$ cat src/irq_timing_jitter_monitor_unit_defines.svh
// Assertion macros shared by the interrupt timing jitter monitor RTL.
`ifndef IRQ_TIMING_JITTER_MONITOR_UNIT_DEFINES_SVH
`define IRQ_TIMING_JITTER_MONITOR_UNIT_DEFINES_SVH

// Same-cycle implication, sampled on clk, off during reset.
`define ITJM_ASSERT_IMPL(label, ante, cons, msg) \
  label: assert property (@(posedge clk) disable iff (!rst_n) (ante) |-> (cons)) \
    else $error(msg);

// Next-cycle implication, sampled on clk, off during reset.
`define ITJM_ASSERT_NEXT(label, ante, cons, msg) \
  label: assert property (@(posedge clk) disable iff (!rst_n) (ante) |=> (cons)) \
    else $error(msg);

`endif

$ cat src/itjm_pkg.sv
// Types and constants shared by the interrupt timing jitter monitor modules.
`timescale 1ns / 1ps
`default_nettype none

package itjm_pkg;

  localparam int TS_W   = 32;   // timestamp and statistics width
  localparam int CPU_W  = 10;   // cycles per microsecond width
  localparam int MAG_W  = 42;   // magnitude of interval minus ideal cycles
  localparam int DIFF_W = 43;   // signed interval minus ideal cycles
  localparam int CFG_IDX_W = 2;

  // Input item modes
  localparam logic [1:0] MODE_ENTRY = 2'd0;
  localparam logic [1:0] MODE_EXIT  = 2'd1;
  localparam logic [1:0] MODE_CLEAR = 2'd2;
  localparam logic [1:0] MODE_READ  = 2'd3;

  // Commands from front to back
  localparam logic [1:0] OP_READ   = 2'd0;
  localparam logic [1:0] OP_CLEAR  = 2'd1;
  localparam logic [1:0] OP_JITTER = 2'd2;
  localparam logic [1:0] OP_EXEC   = 2'd3;

  // Configuration register indexes
  localparam logic [CFG_IDX_W-1:0] CFG_CYCLES_PER_US = 2'd0;
  localparam logic [CFG_IDX_W-1:0] CFG_IDEAL_PERIOD  = 2'd1;
  localparam logic [CFG_IDX_W-1:0] CFG_THRESHOLD     = 2'd2;

  typedef struct packed {
    logic [1:0]      mode;
    logic [TS_W-1:0] timestamp;
  } itjm_in_t;

  typedef struct packed {
    logic [TS_W-1:0]        samples_total;
    logic [TS_W-1:0]        violations_total;
    logic signed [TS_W-1:0] jitter_last;
    logic signed [TS_W-1:0] jitter_min;
    logic signed [TS_W-1:0] jitter_max;
    logic [TS_W-1:0]        exec_last;
    logic [TS_W-1:0]        exec_min;
    logic [TS_W-1:0]        exec_max;
  } itjm_out_t;

  // Classified work: neg/mag is the signed dividend for the back end
  typedef struct packed {
    logic [1:0]       op;
    logic             neg;
    logic [MAG_W-1:0] mag;
  } itjm_cmd_t;

endpackage

`default_nettype wire

$ cat src/itjm_queue.sv
// Small command queue between the classifying front end and the back end.
`timescale 1ns / 1ps
`default_nettype none
`include "irq_timing_jitter_monitor_unit_defines.svh"

module itjm_queue #(
  parameter int DEPTH = 2
) (
  input  wire logic              clk,
  input  wire logic              rst_n,
  input  wire logic              push,
  input  wire itjm_pkg::itjm_cmd_t push_data,
  output logic                   full,
  input  wire logic              pop,
  output itjm_pkg::itjm_cmd_t    pop_data,
  output logic                   empty
);
  import itjm_pkg::*;

  localparam int PTR_W = (DEPTH > 1) ? $clog2(DEPTH) : 1;
  localparam int CNT_W = $clog2(DEPTH + 1);

  itjm_cmd_t          mem_r [DEPTH];
  logic [PTR_W-1:0]   wr_ptr_r, rd_ptr_r;
  logic [CNT_W-1:0]   count_r, count_nxt;

  assign full     = (count_r == CNT_W'(DEPTH));
  assign empty    = (count_r == '0);
  assign pop_data = mem_r[rd_ptr_r];

  // Storage, no reset needed
  always_ff @(posedge clk) begin
    if (push) begin
      mem_r[wr_ptr_r] <= push_data;
    end
  end

  always_comb begin
    count_nxt = count_r;
    if (push && !pop) begin
      count_nxt = count_r + 1'b1;
    end else if (pop && !push) begin
      count_nxt = count_r - 1'b1;
    end
  end

  // Pointers and fill count
  always_ff @(posedge clk) begin
    if (!rst_n) begin
      wr_ptr_r <= '0;
      rd_ptr_r <= '0;
      count_r  <= '0;
    end else begin
      if (push) begin
        wr_ptr_r <= (wr_ptr_r == PTR_W'(DEPTH - 1)) ? '0 : wr_ptr_r + 1'b1;
      end
      if (pop) begin
        rd_ptr_r <= (rd_ptr_r == PTR_W'(DEPTH - 1)) ? '0 : rd_ptr_r + 1'b1;
      end
      count_r <= count_nxt;
    end
  end

  `ITJM_ASSERT_IMPL(a_no_push_full, push, !full, "queue pushed while full")
  `ITJM_ASSERT_IMPL(a_no_pop_empty, pop, !empty, "queue popped while empty")

endmodule

`default_nettype wire

$ cat src/itjm_front.sv
// Front end: accepts items, tracks entry times and classifies the work.
`timescale 1ns / 1ps
`default_nettype none

module itjm_front (
  input  wire logic                       clk,
  input  wire logic                       rst_n,
  input  wire logic                       in_valid,
  output logic                            in_ready,
  input  wire itjm_pkg::itjm_in_t         in_data,
  input  wire logic [itjm_pkg::CPU_W-1:0] us_ticks,
  input  wire logic [itjm_pkg::TS_W-1:0]  period_goal_us,
  output logic                            q_push,
  output itjm_pkg::itjm_cmd_t             q_data,
  input  wire logic                       q_full
);
  import itjm_pkg::*;

  localparam logic [1:0] F_IDLE = 2'd0;
  localparam logic [1:0] F_MUL  = 2'd1;
  localparam logic [1:0] F_PUSH = 2'd2;

  logic [1:0]        fstate_r, fstate_nxt;
  itjm_in_t          item_r;
  logic [MAG_W-1:0]  prod_r, prod_full;
  logic              primed_r;
  logic [TS_W-1:0]   ref_r, last_r;

  logic [TS_W-1:0]   interval, exec_cyc;
  logic [DIFF_W-1:0] diff, diff_neg;
  logic              tb_ok, upd_entry, set_ref;

  assign in_ready = (fstate_r == F_IDLE);

  // Ideal period in cycles, at most 1023 * (2^32 - 1)
  assign prod_full = {{(MAG_W - TS_W){1'b0}}, period_goal_us}
                   * {{(MAG_W - CPU_W){1'b0}}, us_ticks};

  assign interval = item_r.timestamp - ref_r;
  assign exec_cyc = item_r.timestamp - last_r;
  assign diff     = {{(DIFF_W - TS_W){1'b0}}, interval} - {1'b0, prod_r};
  assign diff_neg = '0 - diff;
  assign tb_ok    = (us_ticks != '0);

  // Classify the held item
  always_comb begin
    q_data.op  = OP_READ;
    q_data.neg = 1'b0;
    q_data.mag = '0;
    upd_entry  = 1'b0;
    set_ref    = 1'b0;
    case (item_r.mode)
      MODE_ENTRY: begin
        if (tb_ok) begin
          upd_entry = 1'b1;
          set_ref   = 1'b1;
          if (primed_r) begin
            q_data.op  = OP_JITTER;
            q_data.neg = diff[DIFF_W-1];
            q_data.mag = diff[DIFF_W-1] ? diff_neg[MAG_W-1:0] : diff[MAG_W-1:0];
          end
        end
      end
      MODE_EXIT: begin
        if (tb_ok && primed_r) begin
          q_data.op  = OP_EXEC;
          q_data.mag = {{(MAG_W - TS_W){1'b0}}, exec_cyc};
        end
      end
      MODE_CLEAR: q_data.op = OP_CLEAR;
      MODE_READ:  q_data.op = OP_READ;
      default:    q_data.op = OP_READ;
    endcase
  end

  assign q_push = (fstate_r == F_PUSH) && !q_full;

  always_comb begin
    fstate_nxt = fstate_r;
    case (fstate_r)
      F_IDLE:  if (in_valid) fstate_nxt = F_MUL;
      F_MUL:   fstate_nxt = F_PUSH;
      F_PUSH:  if (!q_full) fstate_nxt = F_IDLE;
      default: fstate_nxt = F_IDLE;
    endcase
  end

  // Item and product registers
  always_ff @(posedge clk) begin
    if (in_valid && in_ready) begin
      item_r <= in_data;
    end
    if (fstate_r == F_MUL) begin
      prod_r <= prod_full;
    end
  end

  // Control and entry reference state
  always_ff @(posedge clk) begin
    if (!rst_n) begin
      fstate_r <= F_IDLE;
      primed_r <= 1'b0;
      ref_r    <= '0;
      last_r   <= '0;
    end else begin
      fstate_r <= fstate_nxt;
      if (q_push && upd_entry) begin
        last_r   <= item_r.timestamp;
        primed_r <= 1'b1;
      end
      if (q_push && set_ref) begin
        ref_r <= item_r.timestamp;
      end
    end
  end

endmodule

`default_nettype wire

$ cat src/itjm_div.sv
// Restoring divider: one quotient bit per cycle by cycles per microsecond.
`timescale 1ns / 1ps
`default_nettype none

module itjm_div (
  input  wire logic                       clk,
  input  wire logic                       rst_n,
  input  wire logic                       start,
  input  wire logic [itjm_pkg::MAG_W-1:0] dividend,
  input  wire logic [itjm_pkg::CPU_W-1:0] divisor,
  output logic                            done,
  output logic [itjm_pkg::MAG_W-1:0]      quotient
);
  import itjm_pkg::*;

  localparam int STEP_W = $clog2(MAG_W);

  logic              busy_r, done_r;
  logic [STEP_W-1:0] step_r;
  logic [CPU_W-1:0]  rem_r, rem_nxt;
  logic [MAG_W-1:0]  quo_r;
  logic [CPU_W:0]    shifted, trial;
  logic              fits;

  assign shifted = {rem_r, quo_r[MAG_W-1]};
  assign trial   = shifted - {1'b0, divisor};
  assign fits    = (shifted >= {1'b0, divisor});
  assign rem_nxt = fits ? trial[CPU_W-1:0] : shifted[CPU_W-1:0];

  assign done     = done_r;
  assign quotient = quo_r;

  // Dividend shifts out of the top while quotient bits shift in
  always_ff @(posedge clk) begin
    if (start) begin
      quo_r <= dividend;
      rem_r <= '0;
    end else if (busy_r) begin
      quo_r <= {quo_r[MAG_W-2:0], fits};
      rem_r <= rem_nxt;
    end
  end

  always_ff @(posedge clk) begin
    if (!rst_n) begin
      busy_r <= 1'b0;
      done_r <= 1'b0;
      step_r <= '0;
    end else begin
      done_r <= 1'b0;
      if (start) begin
        busy_r <= 1'b1;
        step_r <= STEP_W'(MAG_W - 1);
      end else if (busy_r) begin
        step_r <= step_r - 1'b1;
        if (step_r == '0) begin
          busy_r <= 1'b0;
          done_r <= 1'b1;
        end
      end
    end
  end

endmodule

`default_nettype wire

$ cat src/itjm_back.sv
// Back end: divides, saturates, updates statistics and holds the result.
`timescale 1ns / 1ps
`default_nettype none
`include "irq_timing_jitter_monitor_unit_defines.svh"

module itjm_back (
  input  wire logic                       clk,
  input  wire logic                       rst_n,
  input  wire logic [itjm_pkg::CPU_W-1:0] us_ticks,
  input  wire logic [itjm_pkg::TS_W-1:0]  jit_limit_us,
  output logic                            q_pop,
  input  wire itjm_pkg::itjm_cmd_t        q_data,
  input  wire logic                       q_empty,
  output logic                            out_valid,
  input  wire logic                       out_ready,
  output itjm_pkg::itjm_out_t             out_data
);
  import itjm_pkg::*;

  localparam logic [1:0] B_IDLE = 2'd0;
  localparam logic [1:0] B_DIV  = 2'd1;
  localparam logic [1:0] B_UPD  = 2'd2;
  localparam logic [1:0] B_OUT  = 2'd3;

  logic [1:0]        bstate_r, bstate_nxt;
  itjm_cmd_t         cmd_r;
  logic              div_start, div_done;
  logic [MAG_W-1:0]  qmag;

  logic [TS_W-1:0]        samples_r, viol_r;
  logic signed [TS_W-1:0] jit_last_r, jit_lo_r, jit_hi_r;
  logic [TS_W-1:0]        exec_last_r, exec_lo_r, exec_hi_r;
  logic                   jit_seen_r, exec_seen_r;
  logic                   out_valid_r;
  itjm_out_t              out_r;

  logic                   pos_ovf, neg_ovf, load_out, is_viol;
  logic [TS_W-1:0]        neg_q, jit_abs, exec_us;
  logic signed [TS_W-1:0] jit;

  assign q_pop     = (bstate_r == B_IDLE) && !q_empty;
  assign div_start = q_pop && ((q_data.op == OP_JITTER) || (q_data.op == OP_EXEC));

  itjm_div u_div (
    .clk      (clk),
    .rst_n    (rst_n),
    .start    (div_start),
    .dividend (q_data.mag),
    .divisor  (us_ticks),
    .done     (div_done),
    .quotient (qmag)
  );

  // Signed saturation of the quotient; magnitude of the minimum is 2^31
  assign pos_ovf = |qmag[MAG_W-1:TS_W-1];
  assign neg_ovf = (|qmag[MAG_W-1:TS_W]) || (qmag[TS_W-1] && (|qmag[TS_W-2:0]));
  assign neg_q   = ~qmag[TS_W-1:0] + 1'b1;

  always_comb begin
    if (cmd_r.neg) begin
      jit     = neg_ovf ? {1'b1, {(TS_W - 1){1'b0}}} : neg_q;
      jit_abs = neg_ovf ? {1'b1, {(TS_W - 1){1'b0}}} : qmag[TS_W-1:0];
    end else begin
      jit     = pos_ovf ? {1'b0, {(TS_W - 1){1'b1}}} : qmag[TS_W-1:0];
      jit_abs = pos_ovf ? {1'b0, {(TS_W - 1){1'b1}}} : qmag[TS_W-1:0];
    end
  end

  assign is_viol  = (jit_abs > jit_limit_us);
  assign exec_us  = qmag[TS_W-1:0];
  assign load_out = (bstate_r == B_OUT) && (!out_valid_r || out_ready);

  always_comb begin
    bstate_nxt = bstate_r;
    case (bstate_r)
      B_IDLE:  if (!q_empty) bstate_nxt = div_start ? B_DIV : B_UPD;
      B_DIV:   if (div_done) bstate_nxt = B_UPD;
      B_UPD:   bstate_nxt = B_OUT;
      B_OUT:   if (load_out) bstate_nxt = B_IDLE;
      default: bstate_nxt = B_IDLE;
    endcase
  end

  always_ff @(posedge clk) begin
    if (q_pop) begin
      cmd_r <= q_data;
    end
  end

  // Snapshot register; empty groups read as zero
  always_ff @(posedge clk) begin
    if (load_out) begin
      out_r.samples_total    <= samples_r;
      out_r.violations_total <= viol_r;
      out_r.jitter_last      <= jit_seen_r ? jit_last_r : '0;
      out_r.jitter_min       <= jit_seen_r ? jit_lo_r : '0;
      out_r.jitter_max       <= jit_seen_r ? jit_hi_r : '0;
      out_r.exec_last        <= exec_seen_r ? exec_last_r : '0;
      out_r.exec_min         <= exec_seen_r ? exec_lo_r : '0;
      out_r.exec_max         <= exec_seen_r ? exec_hi_r : '0;
    end
  end

  assign out_valid = out_valid_r;
  assign out_data  = out_r;

  // Control and statistics
  always_ff @(posedge clk) begin
    if (!rst_n) begin
      bstate_r    <= B_IDLE;
      out_valid_r <= 1'b0;
      samples_r   <= '0;
      viol_r      <= '0;
      jit_last_r  <= '0;
      jit_lo_r    <= '0;
      jit_hi_r    <= '0;
      exec_last_r <= '0;
      exec_lo_r   <= '0;
      exec_hi_r   <= '0;
      jit_seen_r  <= 1'b0;
      exec_seen_r <= 1'b0;
    end else begin
      bstate_r <= bstate_nxt;
      if (load_out) begin
        out_valid_r <= 1'b1;
      end else if (out_ready) begin
        out_valid_r <= 1'b0;
      end
      if (bstate_r == B_UPD) begin
        case (cmd_r.op)
          OP_JITTER: begin
            jit_last_r <= jit;
            jit_seen_r <= 1'b1;
            if (!jit_seen_r || (jit < jit_lo_r)) jit_lo_r <= jit;
            if (!jit_seen_r || (jit > jit_hi_r)) jit_hi_r <= jit;
            if (samples_r != '1) samples_r <= samples_r + 1'b1;
            if (is_viol && (viol_r != '1)) viol_r <= viol_r + 1'b1;
          end
          OP_EXEC: begin
            exec_last_r <= exec_us;
            exec_seen_r <= 1'b1;
            if (!exec_seen_r || (exec_us < exec_lo_r)) exec_lo_r <= exec_us;
            if (!exec_seen_r || (exec_us > exec_hi_r)) exec_hi_r <= exec_us;
          end
          OP_CLEAR: begin
            samples_r   <= '0;
            viol_r      <= '0;
            jit_last_r  <= '0;
            jit_lo_r    <= '0;
            jit_hi_r    <= '0;
            exec_last_r <= '0;
            exec_lo_r   <= '0;
            exec_hi_r   <= '0;
            jit_seen_r  <= 1'b0;
            exec_seen_r <= 1'b0;
          end
          default: begin
          end
        endcase
      end
    end
  end

  `ITJM_ASSERT_IMPL(a_jit_order, jit_seen_r, jit_lo_r <= jit_hi_r, "jitter min above max")
  `ITJM_ASSERT_IMPL(a_exec_order, exec_seen_r, exec_lo_r <= exec_hi_r, "exec min above max")
  `ITJM_ASSERT_NEXT(a_samples_mono, (bstate_r == B_UPD) && (cmd_r.op != OP_CLEAR), samples_r >= $past(samples_r), "sample count went down")

endmodule

`default_nettype wire

$ cat src/irq_timing_jitter_monitor_unit.sv
// Top level of the interrupt timing jitter monitor: config registers and wiring.
// Usage:
//   in_*  : one item per event (entry, exit, clear statistics, read only) with
//           its cycle counter timestamp; accepted when in_valid && in_ready.
//   out_* : one statistics snapshot per item, in item order, valid/ready.
//   cfg_* : register writes (0 cycles per us, 1 ideal period us, 2 threshold
//           us), always ready, index 3 ignored; write only while idle.
// Flow:
//   The front end holds an item through accept, period product and queue
//   push. Entry and exit events that yield a measurement then run a
//   42-step serial divider in the back end, one quotient bit per cycle;
//   other items skip it. The front end takes the next item while the back
//   end divides, and the divider sets the sustained rate of such items.
// Reset:
//   rst_n (synchronous, low) clears the registers, the statistics, the
//   entry reference and the queue; no clearing pass follows.
// Stall:
//   A waiting result sits in the output register while the back end works on
//   the next command and the front end keeps filling the queue; once both are
//   full, in_ready stays low until out_ready takes the result.
`timescale 1ns / 1ps
`default_nettype none

module irq_timing_jitter_monitor_unit #(
  parameter int Q_DEPTH = 2
) (
  input  wire logic                           clk,
  input  wire logic                           rst_n,
  input  wire logic                           in_valid,
  output logic                                in_ready,
  input  wire itjm_pkg::itjm_in_t             in_data,
  output logic                                out_valid,
  input  wire logic                           out_ready,
  output itjm_pkg::itjm_out_t                 out_data,
  input  wire logic                           cfg_valid,
  output logic                                cfg_ready,
  input  wire logic [itjm_pkg::CFG_IDX_W-1:0] cfg_index,
  input  wire logic [itjm_pkg::TS_W-1:0]      cfg_data
);
  import itjm_pkg::*;

  logic [CPU_W-1:0] cpu_r;
  logic [TS_W-1:0]  ideal_r, thresh_r;

  logic       q_push, q_full, q_pop, q_empty;
  itjm_cmd_t  q_wdata, q_rdata;

  assign cfg_ready = 1'b1;

  // Configuration registers
  always_ff @(posedge clk) begin
    if (!rst_n) begin
      cpu_r    <= '0;
      ideal_r  <= '0;
      thresh_r <= '0;
    end else if (cfg_valid && cfg_ready) begin
      case (cfg_index)
        CFG_CYCLES_PER_US: cpu_r    <= cfg_data[CPU_W-1:0];
        CFG_IDEAL_PERIOD:  ideal_r  <= cfg_data;
        CFG_THRESHOLD:     thresh_r <= cfg_data;
        default: begin
        end
      endcase
    end
  end

  itjm_front u_front (
    .clk            (clk),
    .rst_n          (rst_n),
    .in_valid       (in_valid),
    .in_ready       (in_ready),
    .in_data        (in_data),
    .us_ticks       (cpu_r),
    .period_goal_us (ideal_r),
    .q_push         (q_push),
    .q_data         (q_wdata),
    .q_full         (q_full)
  );

  itjm_queue #(
    .DEPTH (Q_DEPTH)
  ) u_queue (
    .clk       (clk),
    .rst_n     (rst_n),
    .push      (q_push),
    .push_data (q_wdata),
    .full      (q_full),
    .pop       (q_pop),
    .pop_data  (q_rdata),
    .empty     (q_empty)
  );

  itjm_back u_back (
    .clk          (clk),
    .rst_n        (rst_n),
    .us_ticks     (cpu_r),
    .jit_limit_us (thresh_r),
    .q_pop        (q_pop),
    .q_data       (q_rdata),
    .q_empty      (q_empty),
    .out_valid    (out_valid),
    .out_ready    (out_ready),
    .out_data     (out_data)
  );

endmodule

`default_nettype wire

$ cat config.mk
export PLATFORM = sky130hd
export DESIGN_NAME = irq_timing_jitter_monitor_unit
export DESIGN_NICKNAME = d
export VERILOG_FILES = /design/src/itjm_pkg.sv /design/src/itjm_queue.sv /design/src/itjm_front.sv /design/src/itjm_div.sv /design/src/itjm_back.sv /design/src/irq_timing_jitter_monitor_unit.sv
export VERILOG_INCLUDE_DIRS = /design/src /design/src/src
export SDC_FILE = /design/constraint.sdc
export NUM_CORES = 2
export LEC_CHECK = 0
export BUFFER_PORTS_ARGS = -buffer_cell sky130_fd_sc_hd__buf_2
export CAP_MARGIN = 20
export CORE_MARGIN = 10
export CORE_UTILIZATION = 55
export CTS_CLUSTER_SIZE = 8
export DETAILED_ROUTE_END_ITERATION = 7
export PLACE_DENSITY = 0.73
export SYNTH_ARGS = -nofsm -noshare
export SYNTH_HDL_FRONTEND = slang
export SYNTH_HIERARCHICAL = 1
export SYNTH_SLANG_ARGS = --single-unit
$ cat constraint.sdc
create_clock -name clk -period 32.8 [get_ports clk]
set_input_delay 6.56 -clock clk [delete_from_list [all_inputs] [get_ports clk]]
set_output_delay 6.56 -clock clk [all_outputs]
set_load 0.02 [all_outputs]
======== Yosys cells after proc, flatten, opt, wreduce, memory -nomap -nowiden ========
Memories as Yosys holds them, arrays and structs flattened. A register that Yosys moved wholly into a read port is not among the register bits.
Cells that the tools add are included.
storage, ports and cells
  register bits after elaboration ......... 769
  bits in writable memories ............... 90
  input bits .............................. 73
  output and inout bits ................... 259
  word-level logic and storage cells ...... 205
  memories ................................ 1
memory list
  name           depth  bits a word  rd ports  clocked after memory_dff  write ports  RTL line          text
  u_queue.mem_r  2      45           1         1                         1            itjm_queue.sv:23  itjm_cmd_t mem_r [DEPTH];
cells by class
  $add $sub $neg .......................... 12
  $mul .................................... 1
  magnitude comparators ................... 6
  equality and inequality tests ........... 29
  muxes and demuxes ....................... 58
  bitwise gates (word level) .............. 3
  reduce and logical (&&, ||, !) cells .... 55
operators by type and width
  kind                                               number
  one-hot mux 32 bit (2 select lines)                8
  2-to-1 mux 32 bit                                  12
  2-to-1 mux 42 bit                                  3
  adder 32 x 1 -> 32 bit, second input constant      3
  > comparator 32 bit                                3
  2-to-1 mux 45 bit                                  2
  one-hot mux 42 bit (2 select lines)                1
  < comparator 32 bit                                2
  != test 32 bit, second input constant              2
  subtractor 32 x 42 -> 43 bit                       1
  multiplier 32 x 10 -> 42 bit                       1
  subtractor 1 x 42 -> 42 bit, first input constant  1
  NOT 32 bit                                         1
  subtractor 32 bit                                  1
  OR reduction 31 bit                                1
  equality test 2 bit, second input constant         11
  AND reduction 3 bit                                7
  2-to-1 mux 2 bit                                   9
  one-hot mux 2 bit (4 select lines)                 2
  2-to-1 mux 1 bit                                   15
  != test 2 x 1 -> 1 bit, second input constant      7
  2-to-1 mux 6 bit                                   2
  AND reduction 2 bit                                6
  greater-or-equal comparator 11 x 10 -> 1 bit       1
  other kinds (22)                                   62

======== Logic depth before layout (Yosys ltp) ========
  depth after elaboration ................. 9
  gate-level depth with buffers ........... 28
  mapped depth without buffers ............ 26

======== Modules after synthesis ========
The synthesis kept the hierarchy.
by module, submodules not included
  module                          instances  cells an instance  area an instance (um^2)  seq. area each (um^2)
  itjm_back                       1          2728               26543.0                  13002.5
  itjm_front                      1          2199               18876.9                  2982.9
  itjm_queue                      1          162                3478.3                   2802.7
  itjm_div                        1          256                3144.3                   1621.6
  irq_timing_jitter_monitor_unit  1          280                2792.7                   1481.4

======== Least setup slack after synthesis ========
No wires, ideal clock.
  kind .................................... input-to-reg
  start ................................... input port out_ready
  end ..................................... register u_back.out_r (netlist bit u_back/out_data[0]) (enable)
  setup time .............................. 0.908 ns
  arrival time ............................ 17.907 ns
  required time ........................... 31.892 ns
  path slack .............................. 13.985 ns
  stages on the path ...................... 2
  buffers on the path ..................... 0
  cell sequence ........................... nor2b_1 nor2b_1
on the way
  word-level cells in the longest chain between the ends .. 2
RTL lines
  item                 RTL line                              text
  start, declared      irq_timing_jitter_monitor_unit.sv:33  input wire logic out_ready,
  logical OR 1 bit     itjm_back.sv:71                       assign load_out = (bstate_r == B_OUT) && (!out_valid_r || out_ready);
  logical AND 1 bit    itjm_back.sv:71
  net u_back.load_out  itjm_back.sv:37                       logic pos_ovf, neg_ovf, load_out, is_viol;
  end, declared        itjm_back.sv:35                       itjm_out_t out_r;
The timed path passes the listed nets, and every way through them passes these cells.
A chain may end at the register's enable or synchronous reset.

======== Worst setup path after layout ========
  start ................................... input port out_ready
  end ..................................... register u_back.out_r (netlist bit u_back/out_data[199]) (enable)
The elaborated chain is that of the path after synthesis.

==> impl_metrics.env <==
export IMPL_status="finished clean"
export IMPL_min_from="u_back/jit_last_r[12]"
export IMPL_required_ps=33090
export IMPL_final_cell_utilization_of_the_core=0.6177
export IMPL_worst_slack_ps=24140
export IMPL_crit_arrival_ps=8950
export IMPL_detailed_route_wl_um=158300
export IMPL_cpMaxStageDelayCell="sky130_fd_sc_hd__buf_4"
export IMPL_min_to="u_back/jit_last_r[12]"
export IMPL_grt_max_degree=103
export IMPL_worstHoldPathCells=2
export IMPL_post_cts_resized_instances=0
export IMPL_timing_critical_path_buf_inv=3
export IMPL_criticalPathCategory="primary input to register"
export IMPL_most_common_library_cell_in_the_layout_ignoring_fill_and_taps="sky130_fd_sc_hd__nand2_1"
export IMPL_origin_of_the_critical_flop_to_flop_path="u_back/u_div/quotient[0]"
export IMPL_detailroute_via_count=43250
export IMPL_period_share=0.2640
export IMPL_gp_congestion=0.9380
export IMPL_clock_path_buffers=3
export IMPL_yosys_cell_types_count=110
export IMPL_synthesis_area_um2=54840
export IMPL_synthTopCellsByArea="sky130_fd_sc_hd__edfxtp_1, sky130_fd_sc_hd__dfxtp_1, sky130_fd_sc_hd__fa_1"
export IMPL_switching_power_mw=1.371
export IMPL_synth_top_cell_area_share=0.2557
export IMPL_first_global_vias=42610
export IMPL_worst_r2r_endpoint="u_back/jit_lo_r[2]"
export IMPL_clockPowerShare=0.312
export IMPL_report_power_total_mw=3.732
export IMPL_r2r_setup_slack_ps=24590
export IMPL_design_core_area_um2=98710
export IMPL_insertion_delay_ps=740
export IMPL_path_max_fanout=83
export IMPL_maxSlewViolCount=0
export IMPL_chipWidth_um=335.8
export IMPL_worstPathCellList="buf_2, nor2b_1, nor2b_4, buf_4, buf_4"
export IMPL_holdCritPathClass="register to register"
export IMPL_worstSetupStartpointType="primary input"
export IMPL_clockRootBuffer="sky130_fd_sc_hd__clkbuf_16"
export IMPL_worst_path_most_repeated_cell="sky130_fd_sc_hd__buf_4"
export IMPL_leakage_nw=24.52
export IMPL_timing_worst_slew_pin_value_ps=1104
export IMPL_cts_buffers_inserted=119
export IMPL_layout_cell_area_non_filler_um2=60980
export IMPL_drive_gt1_frac=0.1231
export IMPL_seq_power_share=0.363
export IMPL_seq_area_frac_synth=0.3992
export IMPL_cts_hold_buffers_added=0
export IMPL_dpl_cell_area_um2=57340
export IMPL_final_antenna_net_count=0
export IMPL_die_height_um=335.8
export IMPL_fp_row_count=115
export IMPL_power_switching_share=0.3674
export IMPL_synth_async_sr_flop_share=0
export IMPL_maxCapViolCount=0
export IMPL_grt_remaining_overflow=0
export IMPL_critical_path_max_stage_delay_ps=910
export IMPL_clkTransAtPathRegs_ps=50
export IMPL_fmax_mhz=115.5
export IMPL_timing_final_setup_violations=0
export IMPL_via_per_inst=6.000
export IMPL_share_of_power_burned_in_combinational_logic=0.324
export IMPL_detailedPlace_worstSlack_ps=22780
export IMPL_power_density_normalized_to_cell_area_nw_per_um2=61.20
export IMPL_setup_total_negative_slack_ps=0
export IMPL_timing_final_crit_period_ps=8658
export IMPL_ys_ff_latch=860
export IMPL_power_internal_mw=2.361
export IMPL_buffer_ports_inserted=330
export IMPL_remaining_drc_errors=0
export IMPL_floorplan_initialDensity=0.5555
export IMPL_placed_cells_incl_taps=6981
export IMPL_finalClockSkew_ps=66.21
export IMPL_worst_path_dominant_cell_family="buffers and inverters"
export IMPL_critPathCaptureType="register"
export IMPL_first_pass_grt_wire_length_um=244900
export IMPL_postSynthAreaPerCell_um2=9.748
export IMPL_most_area_hungry_cell_type_in_the_yosys_netlist="sky130_fd_sc_hd__edfxtp_1"
export IMPL_tritoncts_num_sinks=860
export IMPL_ioPinCount=332
export IMPL_synth_edf_count=467
export IMPL_dr_first_iter_drc_count=4238
export IMPL_slew_headroom=0.2638
export IMPL_fillCellCount=8245
export IMPL_holdWs_ps=450.3
export IMPL_cts_repair_timing_setup_buffer_count=0
export IMPL_num_nets_final=6457
export IMPL_htree_levels=3
export IMPL_tritoncts="yes"
export IMPL_hold_viol_final=0
export IMPL_antenna_violations_before_repair=5
export IMPL_ir_worst_vdd_mv=0.05190
export IMPL_drt_pass1_iter_count=8
export IMPL_netlist_instances=5625
export IMPL_final_instance_count_excl_fill=7207
export IMPL_grt_total_usage=0.2732
export IMPL_dieArea_um2=112700
export IMPL_unrepaired_setup_endpoints_after_global_routing="false"
export IMPL_most_frequently_used_flop_master_after_synthesis="sky130_fd_sc_hd__edfxtp_1"
export IMPL_net_count_after_synthesis=6262
export IMPL_wl_per_cell_um=21.96
export IMPL_synth_warnings=6
export IMPL_areaGrowthSynthToFinish_pct=11.20
export IMPL_commonest_cells_after_routing_fill_and_taps_aside="sky130_fd_sc_hd__nand2_1, sky130_fd_sc_hd__edfxtp_1, sky130_fd_sc_hd__inv_1, sky130_fd_sc_hd__dfxtp_1, sky130_fd_sc_hd__and2_1"
export IMPL_dp_hpwl_um=113600
export IMPL_rr_worst_depth=17
[power by group through the flow]
| stage | clock, mW | combinational, mW | sequential [mW] |
|---|---|---|---|
| after CTS | 1.19 | 1.18 | 1.35 |
| after floorplan | 0 | 0.804 | 1.37 |
| after detailed placement | 0 | 1.17 | 1.37 |
| after global placement | 0 | 1.15 | 1.37 |
| after global routing | 1.23 | 1.31 | 1.36 |
| final | 1.17 | 1.21 | 1.36 |
[worst reg2reg max path: cells and delay by family (launching register included)]
kind                     cells  cell delay (ps)
AND/OR/NAND/NOR              6             3120
AO/OA/AOI/OAI                6             2400
buffers and inverters        2              880
adder cells (fa/ha/maj)      2              770
flip-flops                   1              670
multiplexers                 1              270
[flip-flops by register name, summed over array words and instances, names as in the netlist, 32 cells and up, named ones only]
register               flops
u_front/item_r            34
u_back/jit_lo_r           32
u_back/u_div/quotient     42
u_back/jit_hi_r           32
u_back/jit_last_r         32
u_back/samples_r          32
u_back/viol_r             32
u_queue/mem_r             90
u_back/exec_last_r        32
u_back/exec_hi_r          32
thresh_r                  32
u_front/last_r            32
u_back/exec_lo_r          32
u_front/prod_r            42
ideal_r                   32
u_back/out_data          256
[synthesized netlist by cell type, drive strengths merged (74+ instances only)]
master / number
dfxtp: 393
xnor2: 98
ha: 323
a21o: 88
nor3: 92
nand3: 110
inv: 445
buf: 78
and2: 352
mux2: 89
nor2: 273
fa: 241
o21ai: 147
edfxtp: 467
nand2: 758
o211ai: 74
mux2i: 148
clkbuf: 255
a21oi: 255
[cell type report]
class                   count  area [um2]  area share
clock inverters            11       235.2    0.003858
multi-input cells        3984       29900      0.4904
flip-flops and latches    860       21900      0.3592
repair buffers            408        2336     0.03831
inverters                 447        1680     0.02756
diodes                      7       17.52   0.0002873
well taps                1287        1610     0.02641
clock buffers             203        3293     0.05401
[metal layers]
metal  up-vias  GRT usage  routed length (um)
met2      1795     0.4363               72260
li1      20150          -                   -
met5         -          0                   0
met3       396    0.05102               12820
met4         0     0.1385                8106
met1     20910     0.3532               65080
[worst max path at each step]
stage | startpoint | to | slack, ps | cells past startpoint
floorplan | out_ready | u_back/out_data[0] | 13980 | 2
global placement | out_ready | u_back/out_data[201] | 22940 | 5
detailed placement | out_ready | u_back/out_data[198] | 22780 | 5
CTS | out_ready | u_back/out_data[207] | 23510 | 5
global route | out_ready | u_back/out_data[206] | 23970 | 5
finish | out_ready | u_back/out_data[199] | 24140 | 5
[cells by family (layout without fill, tap and decap cells)]
kind of cell,Yosys count,count (layout),share of synthesized area
buffers and inverters,781,1069,0.05750
other,1,8,0.00006839
and+or+nand+nor,1975,1975,0.1795
adders and majority gates,564,564,0.1617
AOI/OAI and AO/OA,1043,1043,0.1305
DFF,860,860,0.3992
muxes,237,237,0.04529
xor gates and xnor gates,164,164,0.02619
(Power assumes the default switching activity.)
